`config.mk`:
```
export PLATFORM = sky130hd
export DESIGN_NAME = lr1pe_ctrl
export DESIGN_NICKNAME = d
export VERILOG_FILES = /design/src/hw/rtl/lr1pe_pkg.sv /design/src/hw/rtl/lr1pe_ctrl.sv
export SDC_FILE = /design/constraint.sdc
export NUM_CORES = 1
export LEC_CHECK = 0
export ABC_AREA = 1
export ABC_CLOCK_PERIOD_IN_PS = 2000
export BUFFER_PORTS_ARGS = -buffer_cell sky130_fd_sc_hd__buf_2
export CAP_MARGIN = 5
export CORE_ASPECT_RATIO = 0.8
export CORE_UTILIZATION = 45
export DETAILED_ROUTE_END_ITERATION = 8
export PLACE_DENSITY_LB_ADDON = 0.1
export SYNTH_ARGS = -nofsm -noshare
export SYNTH_HDL_FRONTEND = slang
export SYNTH_SLANG_ARGS = --single-unit
export TNS_END_PERCENT = 50
```
`constraint.sdc`:
```
create_clock -name clk -period 2 [get_ports clk]
set_clock_uncertainty 0.15 [all_clocks]
set_input_delay 0.3 -clock clk [delete_from_list [all_inputs] [get_ports clk]]
set_output_delay 0.3 -clock clk [all_outputs]
set_load 0.02 [all_outputs]
```
`src/hw/rtl/lr1pe_pkg.sv`:
```
// ----------------------------------------------------------------------------
// lr1pe_pkg
// Shared codes, widths and controller/datapath interface types for the
// LR(1) parse engine.
// ----------------------------------------------------------------------------
package lr1pe_pkg;

    localparam int NUM_STATES  = 256;
    localparam int NUM_SYMBOLS = 64;
    localparam int NUM_RULES   = 256;
    localparam int STACK_DEPTH = 256;

    localparam int TBL_DEPTH = NUM_STATES * NUM_SYMBOLS;
    localparam int TBL_AW    = $clog2(TBL_DEPTH);
    localparam int STK_AW    = $clog2(STACK_DEPTH);
    localparam int DEPTH_W   = $clog2(STACK_DEPTH + 1);
    localparam int ITER_W    = 6;

    localparam logic [ITER_W-1:0] MAX_REDUCTIONS = 6'd63;

    localparam logic [2:0] OP_LOAD_ACTION = 3'd0;
    localparam logic [2:0] OP_LOAD_GOTO   = 3'd1;
    localparam logic [2:0] OP_LOAD_RULE   = 3'd2;
    localparam logic [2:0] OP_TOKEN       = 3'd3;
    localparam logic [2:0] OP_RESTART     = 3'd4;

    localparam logic [1:0] ACT_REJECT = 2'd0;
    localparam logic [1:0] ACT_SHIFT  = 2'd1;
    localparam logic [1:0] ACT_REDUCE = 2'd2;
    localparam logic [1:0] ACT_ACCEPT = 2'd3;

    localparam logic [2:0] EV_REDUCE   = 3'd0;
    localparam logic [2:0] EV_SHIFT    = 3'd1;
    localparam logic [2:0] EV_ACCEPT   = 3'd2;
    localparam logic [2:0] EV_ERROR    = 3'd3;
    localparam logic [2:0] EV_OVERFLOW = 3'd4;
    localparam logic [2:0] EV_DONE     = 3'd5;

    localparam logic [1:0] HALT_RUN    = 2'd0;
    localparam logic [1:0] HALT_ACCEPT = 2'd1;
    localparam logic [1:0] HALT_ERROR  = 2'd2;

    localparam logic [1:0] SEL_TOP    = 2'd0;
    localparam logic [1:0] SEL_TARGET = 2'd1;
    localparam logic [1:0] SEL_GOTO   = 2'd2;
    localparam logic [1:0] SEL_POP    = 2'd3;

    localparam logic CFG_STACK_LIMIT = 1'b0;
    localparam logic CFG_LOG_ENABLE  = 1'b1;

    typedef struct packed {
        logic       load_act;
        logic       load_goto;
        logic       load_rule;
        logic       restart;
        logic       latch_token;
        logic       act_rd;
        logic [1:0] cand_sel;
        logic       rule_rd;
        logic       pop_rd;
        logic       acc_rd;
        logic       take_pop;
        logic       goto_rd;
        logic       push_shift;
        logic       push_goto;
        logic       emit;
        logic [2:0] kind;
        logic [1:0] st_sel;
        logic       rule_en;
        logic       term_en;
        logic       last;
        logic       halt_wr;
        logic [1:0] halt_val;
    } lr1pe_cmd_t;

    typedef struct packed {
        logic       halted;
        logic [1:0] act_type;
        logic [1:0] cnt_m1;
        logic       at_limit;
        logic       depth_gt1;
        logic       rhs_ge_depth;
        logic       log_en;
        logic       out_free;
    } lr1pe_status_t;

endpackage

```
`src/hw/rtl/lr1pe_ctrl.sv`:
```
// ----------------------------------------------------------------------------
// lr1pe_ctrl
// Sequencer for the parse engine: candidate lookup, reduction loop, shift,
// accept and error handling.
// ----------------------------------------------------------------------------
module lr1pe_ctrl (
    input  logic                     clk,
    input  logic                     rst_n,
    input  logic                     in_valid,
    output logic                     in_ready,
    input  logic [2:0]               opcode,
    input  lr1pe_pkg::lr1pe_status_t st,
    output lr1pe_pkg::lr1pe_cmd_t    cmd
);

    typedef enum logic [2:0] {
        S_IDLE,
        S_LOOKUP,
        S_ACT,
        S_ACC,
        S_RULE,
        S_POP,
        S_GOTO
    } state_t;

    state_t                          state_reg, state_next;
    logic [1:0]                      idx_reg, idx_next;
    logic [lr1pe_pkg::ITER_W-1:0]    iter_reg, iter_next;
    logic                            in_fire;

    assign in_ready = (state_reg == S_IDLE) && st.out_free;
    assign in_fire  = in_valid && in_ready;

    always_comb
    begin
        state_next = state_reg;
        idx_next   = idx_reg;
        iter_next  = iter_reg;
        cmd        = '0;
        cmd.term_en = 1'b1;
        unique case (state_reg)
            S_IDLE:
            begin
                if (in_fire)
                begin
                    unique case (opcode)
                        lr1pe_pkg::OP_LOAD_ACTION: cmd.load_act  = 1'b1;
                        lr1pe_pkg::OP_LOAD_GOTO:   cmd.load_goto = 1'b1;
                        lr1pe_pkg::OP_LOAD_RULE:   cmd.load_rule = 1'b1;
                        lr1pe_pkg::OP_RESTART:     cmd.restart   = 1'b1;
                        lr1pe_pkg::OP_TOKEN:
                        begin
                            if (st.halted)
                            begin
                                cmd.emit    = 1'b1;
                                cmd.kind    = lr1pe_pkg::EV_DONE;
                                cmd.st_sel  = lr1pe_pkg::SEL_TOP;
                                cmd.term_en = 1'b0;
                                cmd.last    = 1'b1;
                            end
                            else
                            begin
                                cmd.latch_token = 1'b1;
                                idx_next   = 2'd0;
                                iter_next  = '0;
                                state_next = S_LOOKUP;
                            end
                        end
                        default: ;
                    endcase
                end
            end
            S_LOOKUP:
            begin
                cmd.act_rd   = 1'b1;
                cmd.cand_sel = idx_reg;
                state_next   = S_ACT;
            end
            S_ACT:
            begin
                unique case (st.act_type)
                    lr1pe_pkg::ACT_REJECT:
                    begin
                        if (idx_reg != st.cnt_m1)
                        begin
                            idx_next   = idx_reg + 2'd1;
                            state_next = S_LOOKUP;
                        end
                        else if (st.out_free)
                        begin
                            cmd.emit     = 1'b1;
                            cmd.kind     = lr1pe_pkg::EV_ERROR;
                            cmd.st_sel   = lr1pe_pkg::SEL_TOP;
                            cmd.last     = 1'b1;
                            cmd.halt_wr  = 1'b1;
                            cmd.halt_val = lr1pe_pkg::HALT_ERROR;
                            state_next   = S_IDLE;
                        end
                    end
                    lr1pe_pkg::ACT_SHIFT:
                    begin
                        if (st.out_free)
                        begin
                            cmd.emit = 1'b1;
                            cmd.last = 1'b1;
                            if (st.at_limit)
                            begin
                                cmd.kind     = lr1pe_pkg::EV_OVERFLOW;
                                cmd.st_sel   = lr1pe_pkg::SEL_TOP;
                                cmd.halt_wr  = 1'b1;
                                cmd.halt_val = lr1pe_pkg::HALT_ERROR;
                            end
                            else
                            begin
                                cmd.kind       = lr1pe_pkg::EV_SHIFT;
                                cmd.st_sel     = lr1pe_pkg::SEL_TARGET;
                                cmd.push_shift = 1'b1;
                            end
                            state_next = S_IDLE;
                        end
                    end
                    lr1pe_pkg::ACT_ACCEPT:
                    begin
                        if (st.depth_gt1)
                        begin
                            cmd.acc_rd = 1'b1;
                            state_next = S_ACC;
                        end
                        else if (st.out_free)
                        begin
                            cmd.emit     = 1'b1;
                            cmd.kind     = lr1pe_pkg::EV_ACCEPT;
                            cmd.st_sel   = lr1pe_pkg::SEL_TOP;
                            cmd.last     = 1'b1;
                            cmd.halt_wr  = 1'b1;
                            cmd.halt_val = lr1pe_pkg::HALT_ACCEPT;
                            state_next   = S_IDLE;
                        end
                    end
                    lr1pe_pkg::ACT_REDUCE:
                    begin
                        if (iter_reg == lr1pe_pkg::MAX_REDUCTIONS)
                        begin
                            if (st.out_free)
                            begin
                                cmd.emit     = 1'b1;
                                cmd.kind     = lr1pe_pkg::EV_ERROR;
                                cmd.st_sel   = lr1pe_pkg::SEL_TOP;
                                cmd.last     = 1'b1;
                                cmd.halt_wr  = 1'b1;
                                cmd.halt_val = lr1pe_pkg::HALT_ERROR;
                                state_next   = S_IDLE;
                            end
                        end
                        else
                        begin
                            cmd.rule_rd = 1'b1;
                            iter_next   = iter_reg + 1'b1;
                            state_next  = S_RULE;
                        end
                    end
                    default: ;
                endcase
            end
            S_ACC:
            begin
                if (st.out_free)
                begin
                    cmd.take_pop = 1'b1;
                    cmd.emit     = 1'b1;
                    cmd.kind     = lr1pe_pkg::EV_ACCEPT;
                    cmd.st_sel   = lr1pe_pkg::SEL_POP;
                    cmd.last     = 1'b1;
                    cmd.halt_wr  = 1'b1;
                    cmd.halt_val = lr1pe_pkg::HALT_ACCEPT;
                    state_next   = S_IDLE;
                end
            end
            S_RULE:
            begin
                if (!st.rhs_ge_depth)
                begin
                    cmd.pop_rd = 1'b1;
                    state_next = S_POP;
                end
                else if (st.out_free)
                begin
                    cmd.emit     = 1'b1;
                    cmd.kind     = lr1pe_pkg::EV_ERROR;
                    cmd.st_sel   = lr1pe_pkg::SEL_TOP;
                    cmd.rule_en  = 1'b1;
                    cmd.last     = 1'b1;
                    cmd.halt_wr  = 1'b1;
                    cmd.halt_val = lr1pe_pkg::HALT_ERROR;
                    state_next   = S_IDLE;
                end
            end
            S_POP:
            begin
                cmd.take_pop = 1'b1;
                cmd.goto_rd  = 1'b1;
                state_next   = S_GOTO;
            end
            S_GOTO:
            begin
                if (st.at_limit)
                begin
                    if (st.out_free)
                    begin
                        cmd.emit     = 1'b1;
                        cmd.kind     = lr1pe_pkg::EV_OVERFLOW;
                        cmd.st_sel   = lr1pe_pkg::SEL_TOP;
                        cmd.rule_en  = 1'b1;
                        cmd.last     = 1'b1;
                        cmd.halt_wr  = 1'b1;
                        cmd.halt_val = lr1pe_pkg::HALT_ERROR;
                        state_next   = S_IDLE;
                    end
                end
                else if (!st.log_en || st.out_free)
                begin
                    cmd.push_goto = 1'b1;
                    cmd.emit      = st.log_en;
                    cmd.kind      = lr1pe_pkg::EV_REDUCE;
                    cmd.st_sel    = lr1pe_pkg::SEL_GOTO;
                    cmd.rule_en   = 1'b1;
                    idx_next      = 2'd0;
                    state_next    = S_LOOKUP;
                end
            end
            default: ;
        endcase
    end

    always_ff @(posedge clk or negedge rst_n)
    begin
        if (!rst_n)
        begin
            state_reg <= S_IDLE;
            idx_reg   <= 2'd0;
            iter_reg  <= '0;
        end
        else
        begin
            state_reg <= state_next;
            idx_reg   <= idx_next;
            iter_reg  <= iter_next;
        end
    end

    a_ready_idle: assert property (@(posedge clk) disable iff (!rst_n)
        in_ready |-> (state_reg == S_IDLE))
        else $error("input taken outside idle");

    a_lookup_next: assert property (@(posedge clk) disable iff (!rst_n)
        (state_reg == S_LOOKUP) |=> (state_reg == S_ACT))
        else $error("lookup not followed by action decode");

    a_reduce_nolast: assert property (@(posedge clk) disable iff (!rst_n)
        (cmd.emit && cmd.kind == lr1pe_pkg::EV_REDUCE) |-> !cmd.last)
        else $error("reduce word marked last");

endmodule

```
==> qor.csv <==
metric,value,unit
p_per_area,1040,mW/mm^2
total_power,2350,uW
cts_buffers,3,
critPathLaunchType,flip-flop,
yosysUniqueCellTypes,28,
syn_to_final_growth,71.8,%
peakVddDrop,0.000730,V
fin_nets,342,
wl_per_cell,13.6,microns
grt_pass1_vias,1407,
drtPass1Iterations,5,
hpwlAfterDp,2840,microns
reg2reg_to,iter_reg[2]$_DFFE_PN0P_,
slowest_delay,0.49,ns
layout_setup_ws,-0.0753,ns
worstPathArrival,1.63,ns
drv_slew,0,
syn_nets,253,
setup_viol,7,
worstRegToRegCells,9,
period_needed,2.08,ns
drt_wl_total,4920,microns
crit_cells,7,
diodes,0,
grt_usage,24.9,%
cpMaxStageDelayCell,dfrtp_2,
cts_max_path_buffers,2,
antenna_found_initial,0,
initial_core_util,47.5,%
fp.dieW,62.4,microns
path_max_fanout,7,
max_freq,482,MHz
ys_seq_area_share,21.0,%
drc,0,
vias_per_cell,5.42,
cp_top_family,simple AND/OR/NAND/NOR gates,
clkSlewWorstSetupHoldPaths,0.07,ns
final_cell_mix,"nand2_1 (59), buf_4 (44), nor2_1 (31), buf_2 (31), inv_1 (28)",
path_buf_inv,3,
grt_max_degree,12,
row_count,17,
yosysWarnings,0,
clock_latency,0.28,ns
rsz0062_at_grt,true,
die_h,50.3,microns
critical_path_required,1.55,ns
regToRegStartpoint,state_reg[0]$_DFFE_PN0P_,
syn_area,0.00131,sq mm
hold_path.class,in -> async,
path_cells,"inv_4, buf_4, nand3_2, nor3_2, nor3_2, nand3_2, buf_6",
worstSetupEndpointType,primary output,
final_common_cell,nand2_1,
drtAntennaViolNets,0,
hold_viol,0,
path_class,reg -> out,
fin_crit_sh,104,%
hold-worst-slack,0.273,ns
cts_tree,yes,
p_leak,0.00128,uW
ctsRootBufferMaster,clkbuf_4,
ys_seq_elements,11,
fp.dieArea,0.00314,sq mm
gp_congestion,0.887,
status,finished with violations,
tightest_slew,0.409,ns
syn_inst,236,
cap_violations,0,
largest_register_ffs,6,
grt_pass1_wl,6290,microns
failed_checks,setup timing,
io_buffers,43,
dr.first_iter.drc_count,103,
synth.avg_cell_area,5.56,sq um
drive_gt1_share,47.5,%
vias,1962,
clock_sinks,11,
gr-total-overflow,0,
core,0.00277,sq mm
htreeDepth,1,
reg2reg_setup_slack,0.21,ns
max_slew_margin,72.6,%
io_pins,44,
## cells by family after synthesis
logic type	share of synthesized area [%]
adders and majority gates	0.953
xor gates and xnor gates	2.00
and+or+nand+nor	53.1
AOI/OAI and AO/OA	9.34
buffers and inverters	13.6
DFF	21.0
## layout make-up
class,instances,area (sq um)
Inverter,39,161
Multi-Input combinational cell,182,1110
Sequential cell,11,279
Tap cell,38,47.5
Clock buffer,4,26.3
Timing Repair Buffer,88,631
Fill cell,182,510
## repair_timing
action	in CTS	in global routing
resized for setup	38	59
pin swaps	4	23
endpoints found under the setup margin	15	18
hold buffers	1	0
setup buffers	5	27
hold endpoints to repair	11	0
## synth_stat cells (all sizes together)
library cell	count	share of area [%]
buf	4	2.5
nor4	3	1.4
nand4	4	2.4
nand3	34	14
clkinv	1	0.29
xnor2	2	1.3
dfrtp	11	21
or2	2	0.95
inv	38	11
nor2	39	11
ha	1	0.95
and2	1	0.48
a21oi	7	2.7
o21bai	1	0.86
nor3	4	1.5
nand2	71	21
a31oi	1	0.48
o21ai	11	5.3
xor2	1	0.67
## stage by stage
step | TNS [ns] | std cells | instance area [sq um] | worst slack [ns] | utilization (%)
finish | -0.199 | 362 | 2250 | -0.0753 | 81.5
global route | -0.801 | 362 | 2250 | -0.136 | 81.5
CTS | -0.167 | 335 | 1830 | -0.0411 | 66.3
detailed placement | 0 | 325 | 1630 | 0.0638 | 59.0
global placement | 0 | 325 | 1630 | 0.0687 | 59.0
floorplan | 0 | 236 | 1310 | 0.123 | -
## worst register-to-register path, delay by kind of cell, from the launching register on
| family | cells | cell delay (ns) |
|---|---|---|
| AO/OA/AOI/OAI | 1 | 0.05 |
| buffers and inverters | 3 | 0.35 |
| flip-flops | 1 | 0.49 |
| AND/OR/NAND/NOR | 5 | 0.64 |
## routing by layer
layer	share of wire [%]	vias to the layer above	wire length (microns)	GRT usage, %
met4	2.4	0	116	1.94
li1	-	926	-	-
met2	49	124	2400	40.1
met5	0	-	0	0
met1	40	896	1950	35.4
met3	9.1	16	447	5.68
## how the worst max path moves through the flow
stage                                         from  endpoint  slack (ns)
final                     state_reg[0]$_DFFE_PN0P_   cmd[11]       -0.08
after global routing      state_reg[0]$_DFFE_PN0P_   cmd[11]       -0.14
after CTS                   idx_reg[0]$_DFFE_PN0P_    cmd[3]       -0.04
after detailed placement                     st[5]    cmd[3]        0.06
after global placement                       st[5]    cmd[9]        0.07
after floorplan           state_reg[1]$_DFFE_PN0P_   cmd[23]        0.12
## power breakdown
part           leakage [uW]  total (uW)  switching (uW)  internal, uW
clock network     0.0000150         156            78.8          77.4
logic               0.00112        1820            1050           775
registers          0.000144         368            89.4           279
No activity file was read; power rests on OpenSTA's default activity.
